$ cat config.mk
export PLATFORM = sky130hd
export DESIGN_NAME = backslash_escape_decoder_core
export DESIGN_NICKNAME = d
export VERILOG_FILES = /design/src/sv/bed_pkg.sv /design/src/sv/bed_decode.sv /design/src/sv/bed_resq.sv /design/src/sv/backslash_escape_decoder_core.sv
export VERILOG_INCLUDE_DIRS = /design/src /design/src/sv
export SDC_FILE = /design/constraint.sdc
export NUM_CORES = 1
export LEC_CHECK = 0
export BUFFER_PORTS_ARGS = -buffer_cell sky130_fd_sc_hd__buf_2
export CAP_MARGIN = 20
export CORE_MARGIN = 2
export CORE_UTILIZATION = 65
export DETAILED_ROUTE_END_ITERATION = 16
export GPL_TIMING_DRIVEN = 0
export PLACE_DENSITY = 0.83
export RECOVER_POWER = 25
export SETUP_SLACK_MARGIN = 0.3
export SLEW_MARGIN = 10
export SYNTH_ARGS = -nofsm -noshare
export SYNTH_HDL_FRONTEND = slang
export SYNTH_HIERARCHICAL = 1
export SYNTH_SLANG_ARGS = --single-unit
export TNS_END_PERCENT = 10
$ cat constraint.sdc
create_clock -name clk -period 7.8 [get_ports clk]
set_clock_uncertainty 0.1 [all_clocks]
set_input_delay 1.17 -clock clk [delete_from_list [all_inputs] [get_ports clk]]
set_output_delay 1.17 -clock clk [all_outputs]
set_load 0.02 [all_outputs]
$ cat src/sv/backslash_escape_decoder_core_assert.svh
// Assertion macros shared by the decoder modules
`ifndef BACKSLASH_ESCAPE_DECODER_CORE_ASSERT_SVH
`define BACKSLASH_ESCAPE_DECODER_CORE_ASSERT_SVH

// Same-cycle implication, checked outside reset
`define BED_ASSERT_NOW(lbl, ck, rs, ante, cons) \
  lbl: assert property (@(posedge ck) disable iff (rs) (ante) |-> (cons)) \
    else $error("%m: assertion failed");

// Next-cycle implication, checked outside reset
`define BED_ASSERT_NEXT(lbl, ck, rs, ante, cons) \
  lbl: assert property (@(posedge ck) disable iff (rs) (ante) |=> (cons)) \
    else $error("%m: assertion failed");

`endif

$ cat src/sv/bed_pkg.sv
`default_nettype none

package bed_pkg;

  // Input transfer payload
  typedef struct packed {
    logic [7:0] in_byte;
    logic       in_last;
  } in_item_t;

  // Output transfer payload
  typedef struct packed {
    logic [7:0] out_byte;
    logic       byte_valid;
    logic       run_last;
    logic       string_end;
    logic       stopped_by_c;
  } out_item_t;

  localparam int unsigned MAX_RESULTS = 3;
  localparam int unsigned CNT_W = 2;

  // All results caused by one input byte
  typedef struct packed {
    logic [CNT_W-1:0]                count;
    out_item_t [MAX_RESULTS-1:0]     items;
  } group_t;

  // escape_mode codes
  localparam logic [1:0] MODE_EXPAND = 2'd0;
  localparam logic [1:0] MODE_ECHO   = 2'd1;
  localparam logic [1:0] MODE_PRINTF = 2'd2;
  localparam logic [1:0] MODE_RESET  = MODE_EXPAND;

  // Source characters
  localparam logic [7:0] CH_BSLASH = 8'h5C;
  localparam logic [7:0] CH_N      = 8'h6E;
  localparam logic [7:0] CH_T      = 8'h74;
  localparam logic [7:0] CH_R      = 8'h72;
  localparam logic [7:0] CH_A      = 8'h61;
  localparam logic [7:0] CH_B      = 8'h62;
  localparam logic [7:0] CH_F      = 8'h66;
  localparam logic [7:0] CH_V      = 8'h76;
  localparam logic [7:0] CH_E      = 8'h65;
  localparam logic [7:0] CH_E_UP   = 8'h45;
  localparam logic [7:0] CH_C      = 8'h63;
  localparam logic [7:0] CH_X      = 8'h78;
  localparam logic [7:0] CH_0      = 8'h30;
  localparam logic [7:0] CH_7      = 8'h37;
  localparam logic [7:0] CH_9      = 8'h39;
  localparam logic [7:0] CH_LA     = 8'h61;
  localparam logic [7:0] CH_LF_HEX = 8'h66;
  localparam logic [7:0] CH_UA     = 8'h41;
  localparam logic [7:0] CH_UF     = 8'h46;

  // Decoded control codes
  localparam logic [7:0] CODE_LF  = 8'h0A;
  localparam logic [7:0] CODE_TAB = 8'h09;
  localparam logic [7:0] CODE_CR  = 8'h0D;
  localparam logic [7:0] CODE_BEL = 8'h07;
  localparam logic [7:0] CODE_BS  = 8'h08;
  localparam logic [7:0] CODE_FF  = 8'h0C;
  localparam logic [7:0] CODE_VT  = 8'h0B;
  localparam logic [7:0] CODE_ESC = 8'h1B;

  // Hex digit: {valid, nibble}
  function automatic logic [4:0] hex_digit(input logic [7:0] b);
    logic [4:0] r;
    r = '0;
    if (b >= CH_0 && b <= CH_9) begin
      r = {1'b1, b[3:0]};
    end else if ((b >= CH_LA && b <= CH_LF_HEX) || (b >= CH_UA && b <= CH_UF)) begin
      r = {1'b1, b[3:0] + 4'd9};
    end
    return r;
  endfunction

endpackage

`default_nettype wire

$ cat src/sv/bed_decode.sv
`default_nettype none

module bed_decode (
  input  wire logic             clk,
  input  wire logic             rst,
  input  wire logic             advance,
  input  wire bed_pkg::in_item_t item,
  input  wire logic [1:0]       escape_mode,
  output bed_pkg::group_t       grp
);

  `include "backslash_escape_decoder_core_assert.svh"

  typedef enum logic [2:0] {
    PH_TEXT = 3'd0,
    PH_ESC  = 3'd1,
    PH_OCT  = 3'd2,
    PH_HEX  = 3'd3,
    PH_STOP = 3'd4
  } phase_t;

  phase_t     phase, phase_next;
  logic [8:0] digit_value, digit_value_next;
  logic [1:0] digit_count, digit_count_next;

  logic       do_plain;
  logic       stopped;
  logic       mode_keeps_bslash;
  logic       mode_has_c;
  logic [4:0] hexd;
  logic       is_oct;

  // Append one data byte to the group
  function automatic bed_pkg::group_t put(input bed_pkg::group_t g, input logic [7:0] v);
    bed_pkg::group_t r;
    r = g;
    r.items[r.count] = '{out_byte: v, byte_valid: 1'b1, run_last: 1'b0,
                         string_end: 1'b0, stopped_by_c: 1'b0};
    r.count = r.count + 2'd1;
    return r;
  endfunction

  assign mode_keeps_bslash = (escape_mode == bed_pkg::MODE_ECHO);
  assign mode_has_c = (escape_mode == bed_pkg::MODE_EXPAND) ||
                      (escape_mode == bed_pkg::MODE_ECHO);
  assign hexd   = bed_pkg::hex_digit(item.in_byte);
  assign is_oct = (item.in_byte >= bed_pkg::CH_0) && (item.in_byte <= bed_pkg::CH_7);

  // One byte of decode: phase step, then plain text, then end-of-string flush
  always_comb begin
    grp              = '0;
    phase_next       = phase;
    digit_value_next = digit_value;
    digit_count_next = digit_count;
    do_plain         = 1'b0;
    stopped          = 1'b0;

    case (phase)
      PH_ESC: begin
        phase_next = PH_TEXT;
        case (item.in_byte)
          bed_pkg::CH_N:      grp = put(grp, bed_pkg::CODE_LF);
          bed_pkg::CH_T:      grp = put(grp, bed_pkg::CODE_TAB);
          bed_pkg::CH_R:      grp = put(grp, bed_pkg::CODE_CR);
          bed_pkg::CH_A:      grp = put(grp, bed_pkg::CODE_BEL);
          bed_pkg::CH_B:      grp = put(grp, bed_pkg::CODE_BS);
          bed_pkg::CH_F:      grp = put(grp, bed_pkg::CODE_FF);
          bed_pkg::CH_V:      grp = put(grp, bed_pkg::CODE_VT);
          bed_pkg::CH_E,
          bed_pkg::CH_E_UP:   grp = put(grp, bed_pkg::CODE_ESC);
          bed_pkg::CH_BSLASH: grp = put(grp, bed_pkg::CH_BSLASH);
          bed_pkg::CH_C: begin
            if (mode_has_c) phase_next = PH_STOP;
            else grp = put(grp, bed_pkg::CH_C);
          end
          bed_pkg::CH_X: begin
            if (item.in_last) begin
              if (mode_keeps_bslash) grp = put(grp, bed_pkg::CH_BSLASH);
              grp = put(grp, bed_pkg::CH_X);
            end else begin
              phase_next       = PH_HEX;
              digit_value_next = '0;
              digit_count_next = '0;
            end
          end
          default: begin
            if (is_oct) begin
              phase_next       = PH_OCT;
              digit_value_next = {6'd0, item.in_byte[2:0]};
              digit_count_next = 2'd1;
            end else begin
              // unknown escape
              if (mode_keeps_bslash) grp = put(grp, bed_pkg::CH_BSLASH);
              grp = put(grp, item.in_byte);
            end
          end
        endcase
      end
      PH_OCT: begin
        if (is_oct) begin
          digit_value_next = {digit_value[5:0], item.in_byte[2:0]};
          digit_count_next = digit_count + 2'd1;
          if (digit_count_next == 2'd3) begin
            grp        = put(grp, digit_value_next[7:0]);
            phase_next = PH_TEXT;
          end
        end else begin
          grp        = put(grp, digit_value[7:0]);
          phase_next = PH_TEXT;
          do_plain   = 1'b1;
        end
      end
      PH_HEX: begin
        if (hexd[4]) begin
          digit_value_next = {digit_value[4:0], hexd[3:0]};
          digit_count_next = digit_count + 2'd1;
          if (digit_count_next >= 2'd2) begin
            grp        = put(grp, digit_value_next[7:0]);
            phase_next = PH_TEXT;
          end
        end else begin
          if (digit_count == 2'd0) begin
            // bare \x
            if (mode_has_c) grp = put(grp, bed_pkg::CH_BSLASH);
            grp = put(grp, bed_pkg::CH_X);
          end else begin
            grp = put(grp, digit_value[7:0]);
          end
          phase_next = PH_TEXT;
          do_plain   = 1'b1;
        end
      end
      PH_STOP: begin
      end
      default: begin
        phase_next = PH_TEXT;
        do_plain   = 1'b1;
      end
    endcase

    // Byte handled as ordinary text
    if (do_plain) begin
      if (item.in_byte == bed_pkg::CH_BSLASH) begin
        if (item.in_last) grp = put(grp, bed_pkg::CH_BSLASH);
        else phase_next = PH_ESC;
      end else begin
        grp = put(grp, item.in_byte);
      end
    end

    // End of string: flush a pending run, mark the final result, clear state
    if (item.in_last) begin
      if ((phase_next == PH_OCT || phase_next == PH_HEX) && digit_count_next != 2'd0) begin
        grp = put(grp, digit_value_next[7:0]);
      end
      stopped = (phase_next == PH_STOP);
      if (grp.count == 2'd0) begin
        grp.items[0] = '{out_byte: 8'd0, byte_valid: 1'b0, run_last: 1'b0,
                         string_end: 1'b0, stopped_by_c: stopped};
        grp.count    = 2'd1;
      end
      grp.items[grp.count - 2'd1].string_end = 1'b1;
      phase_next       = PH_TEXT;
      digit_value_next = '0;
      digit_count_next = '0;
    end
    if (grp.count != 2'd0) begin
      grp.items[grp.count - 2'd1].run_last = 1'b1;
    end
  end

  // Decode state, updated once per transfer into the result stage
  always_ff @(posedge clk) begin
    if (rst) begin
      phase       <= PH_TEXT;
      digit_value <= '0;
      digit_count <= '0;
    end else if (advance) begin
      phase       <= phase_next;
      digit_value <= digit_value_next;
      digit_count <= digit_count_next;
    end
  end

  `BED_ASSERT_NEXT(a_last_clears_state, clk, rst, advance && item.in_last,
    phase == PH_TEXT && digit_value == 9'd0 && digit_count == 2'd0)
  `BED_ASSERT_NOW(a_oct_count_range, clk, rst, phase == PH_OCT,
    digit_count == 2'd1 || digit_count == 2'd2)

endmodule

`default_nettype wire

$ cat src/sv/bed_resq.sv
`default_nettype none

module bed_resq (
  input  wire logic              clk,
  input  wire logic              rst,
  input  wire logic              load,
  input  wire bed_pkg::group_t   grp,
  output logic                   ready,
  output logic                   out_valid,
  input  wire logic              out_stall,
  output bed_pkg::out_item_t     out_data
);

  `include "backslash_escape_decoder_core_assert.svh"

  logic [bed_pkg::CNT_W-1:0]                  cnt, cnt_next;
  bed_pkg::out_item_t [bed_pkg::MAX_RESULTS-1:0] items, items_next;
  logic                                        pop;

  assign out_valid = (cnt != '0);
  assign out_data  = items[0];
  assign pop       = out_valid && !out_stall;
  // a new group may enter once the stage is empty or drains this cycle
  assign ready     = (cnt == '0) || (cnt == 2'd1 && pop);

  // Load a whole group, or shift one result out per transfer
  always_comb begin
    cnt_next   = cnt;
    items_next = items;
    if (load) begin
      cnt_next   = grp.count;
      items_next = grp.items;
    end else if (pop) begin
      cnt_next      = cnt - 2'd1;
      items_next[0] = items[1];
      items_next[1] = items[2];
    end
  end

  always_ff @(posedge clk) begin
    if (rst) begin
      cnt <= '0;
    end else begin
      cnt <= cnt_next;
    end
  end

  always_ff @(posedge clk) begin
    items <= items_next;
  end

  `BED_ASSERT_NOW(a_load_only_when_free, clk, rst, load,
    cnt == 2'd0 || (cnt == 2'd1 && pop))
  `BED_ASSERT_NOW(a_end_is_run_last, clk, rst, out_valid && out_data.string_end,
    out_data.run_last)

endmodule

`default_nettype wire

$ cat src/sv/backslash_escape_decoder_core.sv
`default_nettype none

// Backslash escape decoder. Raw string bytes go in, one per transfer, with
// in_last on the final byte of each string; decoded bytes come out, zero to
// three per input byte, the last of them flagged run_last and the last of the
// string flagged string_end (a string that leaves nothing gives one result
// with byte_valid low). A byte that yields several results holds the input
// until the last of them is leaving, since the result stage hands out one
// result per cycle while out_stall is low. A byte passes through the input
// register, then the result register. escape_mode may only be written
// while the block is idle.
module backslash_escape_decoder_core (
  input  wire logic               clk,
  input  wire logic               rst,
  input  wire logic               cfg_write,
  input  wire logic [1:0]         cfg_wdata,
  input  wire logic               in_valid,
  output logic                    in_stall,
  input  wire bed_pkg::in_item_t  in_data,
  output logic                    out_valid,
  input  wire logic               out_stall,
  output bed_pkg::out_item_t      out_data
);

  logic [1:0]        mode;
  logic              hold_valid;
  bed_pkg::in_item_t hold;
  logic              accept;
  logic              advance;
  logic              ready;
  bed_pkg::group_t   grp;

  // Input register: frees as its byte moves into the result stage
  assign advance  = hold_valid && ready;
  assign in_stall = hold_valid && !advance;
  assign accept   = in_valid && !in_stall;

  always_ff @(posedge clk) begin
    if (rst) begin
      hold_valid <= 1'b0;
      mode       <= bed_pkg::MODE_RESET;
    end else begin
      hold_valid <= accept || (hold_valid && !advance);
      if (cfg_write) mode <= cfg_wdata;
    end
  end

  always_ff @(posedge clk) begin
    if (accept) hold <= in_data;
  end

  bed_decode u_decode (
    .clk         (clk),
    .rst         (rst),
    .advance     (advance),
    .item        (hold),
    .escape_mode (mode),
    .grp         (grp)
  );

  bed_resq u_resq (
    .clk       (clk),
    .rst       (rst),
    .load      (advance),
    .grp       (grp),
    .ready     (ready),
    .out_valid (out_valid),
    .out_stall (out_stall),
    .out_data  (out_data)
  );

endmodule

`default_nettype wire
[After elaboration in Yosys (flattened, before gate mapping)]
Cells that the tools add are included.
Cells by class
  add/subtract/negate cells: 10
  magnitude comparators: 22
  eq/ne operators: 26
  muxes and demuxes: 87
  bitwise logic cells: 9
  reduce and logical (&&, ||, !) cells: 40
Operator list (number)
  38-bit two-way mux: 19
  38-bit one-hot mux with 11 select lines: 1
  37-bit two-way mux: 6
  36-bit bitwise mux: 5
  12-bit demux with 2-bit select: 7
  38-bit one-hot mux with 3 select lines: 1
  8-bit by 7-bit equality test with 1-bit output, second input constant: 12
  12-bit two-way mux: 7
  21-bit bitwise AND: 3
  21-bit inverter: 3
  24-bit two-way mux: 2
  9-bit two-way mux: 5
  15-bit OR: 3
  36-bit two-way mux: 1
  3-bit two-way mux: 10
  9-bit one-hot mux with 3 select lines: 1
  2-bit two-way mux: 12
  2-bit by 3-bit < comparator with 1-bit output, second input constant: 7
  9-bit one-hot mux with 2 select lines: 1
  1-bit logical AND: 17
  8-bit by 7-bit greater-or-equal comparator with 1-bit output, second input constant: 2
  8-bit by 6-bit <= comparator with 1-bit output, second input constant: 2
  8-bit by 7-bit <= comparator with 1-bit output, second input constant: 2
  2-bit by 1-bit greater-or-equal comparator with 1-bit output, second input constant: 7
  other kinds (30): 58
Storage, ports and cells
  register bits after elaboration: 64
  input port bits: 16
  output and inout bits: 14
  word-level logic and storage cells: 218

[Logic depth before layout (Yosys ltp)]
  word-level depth: 50
  mapped depth: 19
  depth with buffers taken out: 17

[Hierarchy]
Netlist, hierarchy kept.
Modules (own cells, without submodules)
  bed_decode: instances 1, cells an instance 466, area each 3095.5 um^2, seq. area each 260.2 um^2
  bed_resq: instances 1, cells an instance 94, area each 1609.0 um^2, seq. area each 1121.1 um^2
  backslash_escape_decoder_core: instances 1, cells an instance 20, area each 394.1 um^2, seq. area each 330.3 um^2

[Worst setup path after synthesis]
No wires, ideal clock.
  path type: register to register
  start: register hold[1] (netlist name)
  end: register u_resq.items (netlist bit u_resq/out_data[4]), data pin
  library setup time: 129 ps
  arrival time: 3831 ps
  required time: 7571 ps
  slack: 3740 ps
  stages on the path, launching flop included: 19
  buffers on the path: 2
  clock period less this slack: 4060 ps
  cell sequence: edfxtp_1 -> clkbuf_1 -> inv_1 -> ha_1 -> o21ba_2 -> o21ai_2 -> o21ai_4 -> a21oi_4 -> o21ai_1 -> o2111ai_2 -> inv_1 -> ha_1 -> mux2i_4 -> ha_1 -> and2_1 -> buf_1 -> nand4_1 -> a32oi_1 -> mux2_2
RTL lines
  start, declared: RTL line backslash_escape_decoder_core.sv:27  | bed_pkg::in_item_t hold;
  start signal, assigned: RTL line backslash_escape_decoder_core.sv:49  | if (accept) hold <= in_data;
  end signal, assigned: RTL line bed_resq.sv:49  | items <= items_next;
  end, declared: RTL line bed_resq.sv:17  | bed_pkg::out_item_t [bed_pkg::MAX_RESULTS-1:0] items, items_next;

==> impl_metrics.prom <==
# TYPE chip_impl_metric gauge
chip_impl_metric{name="die_area",unit="µm²"} 8568
chip_impl_metric{name="power.combinational.fraction",unit="%"} 18.0
chip_impl_metric{name="cts_hold_repair.buffers",unit=""} 0
chip_impl_metric{name="power.switching_fraction",unit="%"} 28.14
chip_impl_metric{name="cts_post_setup_buffers_inserted",unit=""} 0
chip_impl_metric{name="power.density_cell_area",unit="nW/µm²"} 168.2
chip_impl_metric{name="pwr-share-seq",unit="%"} 43.2
chip_impl_info{name="clock-root-buffer",value="clkbuf_8"} 1
chip_impl_metric{name="final_antenna_violating_net_count",unit=""} 0
chip_impl_metric{name="parity_gate_share_of_the_synthesized_area_counting_xor_and_xnor_cells",unit="%"} 0.4908
chip_impl_info{name="grt_setup_unrepaired",value="false"} 1
chip_impl_info{name="critical_path.cell_chain",value="clkbuf_1, inv_1, ha_1, o21ba_2, o21ai_2, o21ai_4, a21oi_4, o21ai_1, o2111ai_2, inv_1, ha_1, mux2i_4, ha_1, and2_1, buf_1, nand4_1, a32oi_1, mux2_2"} 1
chip_impl_metric{name="number_of_hold_violations_in_the_final_report",unit=""} 0
chip_impl_info{name="r2r-end",value="u_resq/out_data[11]"} 1
chip_impl_metric{name="num_io_pins",unit=""} 30
chip_impl_metric{name="dieWidth",unit="µm"} 92.57
chip_impl_metric{name="clock_sinks",unit=""} 63
chip_impl_metric{name="maxSlewHeadroom",unit="%"} 33.76
chip_impl_info{name="worstSetupEndpointType",value="register"} 1
chip_impl_metric{name="synthesis.instances",unit=""} 580
chip_impl_metric{name="tritoncts_buffer_count",unit=""} 9
chip_impl_metric{name="cts_resized",unit=""} 0
chip_impl_metric{name="setup_viol",unit=""} 0
chip_impl_info{name="synth_top_area_cell",value="edfxtp_1"} 1
chip_impl_metric{name="yosysUniqueCellTypes",unit=""} 84
chip_impl_metric{name="place.port_buffers",unit=""} 29
chip_impl_metric{name="final_period_minus_worst_setup_slack",unit="ps"} 5362
chip_impl_metric{name="post_drt_wl_per_cell",unit="µm"} 22.88
chip_impl_metric{name="switching_power",unit="mW"} 0.2661
chip_impl_metric{name="detailedPlacementHpwl",unit="µm"} 12160
chip_impl_info{name="synth_top_family_by_area",value="compound AO/OA/AOI/OAI gates"} 1
chip_impl_metric{name="worstMarginPinSlew",unit="ps"} 991.5
chip_impl_metric{name="antennaDiodeCount",unit=""} 0
chip_impl_metric{name="worst_r2r_setup_slack",unit="ps"} 2440
chip_impl_info{name="leading_cell_types_in_the_layout_fill_and_taps_excluded",value="nand2_1, nor2_1, edfxtp_1, o21ai_0"} 1
chip_impl_metric{name="post_drt_via_cell_ratio",unit=""} 7.115
chip_impl_metric{name="synth_enable_flop_cells",unit=""} 45
chip_impl_metric{name="max-clock-path-buffers",unit=""} 2
chip_impl_metric{name="place_congestion",unit=""} 1.106
chip_impl_metric{name="die_h",unit="µm"} 92.57
chip_impl_metric{name="vias",unit=""} 5187
chip_impl_metric{name="final.setup.tns",unit="ps"} 0
chip_impl_info{name="tritoncts",value="yes"} 1
chip_impl_metric{name="vdd_ir_drop_max",unit="mV"} 0.1297
chip_impl_metric{name="synth.top_cell.area_share",unit="%"} 26.50
chip_impl_metric{name="gr-usage-all-layers",unit="%"} 40.16
chip_impl_info{name="run_status",value="completed"} 1
chip_impl_metric{name="worst_ep_required_time",unit="ps"} 7920
chip_impl_metric{name="grt_first_pass_wirelength",unit="µm"} 26010
chip_impl_info{name="min-delay-path-class",value="register to register"} 1
chip_impl_metric{name="fin_area",unit="µm²"} 5620
chip_impl_info{name="crit_path_top_delay_cell",value="clkbuf_1"} 1
chip_impl_metric{name="timing.critical_path.fanout_max",unit=""} 10
chip_impl_metric{name="synthesis.area",unit="µm²"} 5099
chip_impl_metric{name="synth_compound_gate_area_share",unit="%"} 24.71
chip_impl_metric{name="static-leakage-power",unit="nW"} 2.023
chip_impl_info{name="layout.cells.most_common",value="nand2_1"} 1
chip_impl_metric{name="cp.arrival",unit="ps"} 5480
chip_impl_metric{name="core_footprint",unit="µm²"} 7647
chip_impl_metric{name="synth_simple_gate_area_share",unit="%"} 21.96
chip_impl_metric{name="ys_seq_elements",unit=""} 63
chip_impl_metric{name="yosysWarnings",unit=""} 6
chip_impl_info{name="synth_top_cells_by_area",value="edfxtp_1, dfxtp_1, mux2_2"} 1
chip_impl_metric{name="period_share",unit="%"} 68.74
chip_impl_metric{name="row_count",unit=""} 32
chip_impl_metric{name="start_util",unit="%"} 66.67
chip_impl_metric{name="final_layout_size_suffix_gt1_share",unit="%"} 19.62
chip_impl_metric{name="grt_max_degree",unit=""} 21
chip_impl_info{name="path_class",value="register to register"} 1
chip_impl_metric{name="synth_sequential_area_ratio",unit="%"} 33.57
chip_impl_metric{name="area.growth.synth_to_final",unit="%"} 10.23
chip_impl_info{name="worst_setup_path_endpoint",value="u_resq/out_data[11]"} 1
chip_impl_info{name="synth-main-ff-cell",value="edfxtp_1"} 1
chip_impl_metric{name="post-route-drc-count",unit=""} 0
chip_impl_metric{name="dr.pass1.iters",unit=""} 7
chip_impl_info{name="cpMostUsedCell",value="ha_1"} 1
chip_impl_metric{name="clkPwrFrac",unit="%"} 38.8
chip_impl_metric{name="wl",unit="µm"} 16680
chip_impl_metric{name="synth-async-reset-ratio",unit="%"} 0
chip_impl_metric{name="iter_0_drt_violations",unit=""} 830
chip_impl_info{name="critical_path.startpoint",value="hold[1]"} 1
chip_impl_metric{name="timing.critical_path.slowest_cell_delay",unit="ps"} 510
chip_impl_metric{name="synth.mux.area_fraction",unit="%"} 8.196
chip_impl_metric{name="number_of_antenna_violations_at_the_first_check_in_global_routing",unit=""} 0
chip_impl_metric{name="rr_worst_depth",unit=""} 18
chip_impl_metric{name="achievable-frequency",unit="MHz"} 186.5
chip_impl_metric{name="synth_adder_area_share",unit="%"} 3.926
chip_impl_metric{name="placedInstanceArea",unit="µm²"} 5394
chip_impl_metric{name="htree_num_levels",unit=""} 3
chip_impl_metric{name="clk_transition_reported_paths",unit="ps"} 90
chip_impl_info{name="timing.critical_path.from_type",value="register"} 1
chip_impl_metric{name="cell_internal_pwr",unit="mW"} 0.6793
chip_impl_metric{name="timing.max_cap.violations",unit=""} 0
chip_impl_info{name="r2r-start",value="hold[1]"} 1
chip_impl_metric{name="overflow",unit=""} 0
chip_impl_metric{name="drv_slew",unit=""} 0
chip_impl_metric{name="num-nets-final",unit=""} 654
chip_impl_metric{name="clock_latency",unit="ps"} 350
chip_impl_metric{name="synthesis.area_per_instance",unit="µm²"} 8.791
chip_impl_metric{name="via_count_of_the_first_global_routing_pass",unit=""} 4875
-- metrics by stage --
stage          hold slack [ps]  setup WS [ps]  util, %  power, mW  std cells
2_1_floorplan            340.0           3740        -     0.5307        581
4_1_cts                  390.3           2710    73.82     0.9457        729
3_3_place_gp             359.2           2953    70.29     0.5713        712
6_report                 386.5           2438    73.49     0.9453        729
5_1_grt                  400.8           2237    73.49     0.9734        729
3_5_place_dp             375.3           2790    70.53     0.5831        713
-- worst min-delay path by stage --
stage	startpoint	to	slack, ps	cells after the start
after floorplan	u_decode/digit_count[0]	u_decode/digit_count[0]	340	2
after global placement	u_decode/digit_count[0]	u_decode/digit_count[0]	360	2
after detailed placement	u_decode/digit_count[0]	u_decode/digit_count[0]	380	2
after CTS	u_decode/digit_count[0]	u_decode/digit_count[0]	390	2
after global routing	u_decode/digit_count[0]	u_decode/digit_count[0]	400	2
final	u_decode/digit_count[0]	u_decode/digit_count[0]	390	2
-- flip-flops by register name, indices dropped and copies added (netlist names) --
signal,flops
hold,9
hold_valid,1
u_resq/out_data,12
u_resq/items,24
u_resq/cnt,2
u_decode/digit_value,8
u_decode/digit_count,2
mode,2
u_decode/phase,3
-- cells by family (layout without fill, tap and decap cells) --
| group | count (synthesis) | count (layout) |
|---|---|---|
| simple gates | 209 | 209 |
| compound gates | 180 | 180 |
| buf+inv | 72 | 118 |
| flops | 63 | 63 |
| mux | 37 | 37 |
| fa+ha+maj | 16 | 16 |
| xor+xnor | 2 | 2 |
| other cells | 1 | 2 |
-- power by group through the flow --
stage          sequential (mW)  combinational [mW]  clock (mW)
2_1_floorplan            0.411               0.119           0
3_3_place_gp             0.414               0.157           0
3_5_place_dp             0.416               0.167           0
4_1_cts                  0.408               0.169       0.369
5_1_grt                  0.411               0.180       0.382
6_report                 0.409               0.170       0.367
-- critical path: cells and delay by family, from the launching register on --
kind	cells	cell delay, ps
adders and majority gates	3	940
and+or+nand+nor	2	290
muxes	2	530
AOI/OAI and AO/OA	7	1760
buffers and inverters	4	1180
DFF	1	400
-- final cells by class --
class,count,area (µm²)
multi-input combinational,446,3027
fill,556,2027
sequential,63,1712
buffer,52,285.3
timing repair buffer,30,142.6
clock inverter,7,127.6
tap,102,127.6
clock buffer,9,123.9
inverter,20,75.07
-- layer usage --
metal / GRT usage [%] / up-vias / routed length, µm
met3: 7.893 / 107 / 1895
met2: 61.92 / 430 / 7327
met4: 20.27 / 0 / 947
met5: 0 / - / 0
met1: 53.96 / 2408 / 6510
li1: - / 2242 / -
-- cell usage after synthesis (5+ instances only) --
library cell / count
buf_4: 19
edfxtp_1: 45
a21oi_1: 35
mux2_2: 28
nor2_1: 47
a32oi_1: 15
a211oi_1: 8
buf_2: 9
nor2b_1: 12
dfxtp_1: 18
nand3_1: 16
nand2b_1: 13
nor3b_1: 5
nand2_1: 51
mux2i_1: 8
ha_1: 16
a31oi_1: 7
nor3_1: 9
inv_1: 16
o21ai_0: 37
o21ai_1: 13
o211ai_1: 6
o22ai_1: 6
nand4_1: 9
clkbuf_1: 21
and2_1: 10
Power figures use the tool's default switching activity.
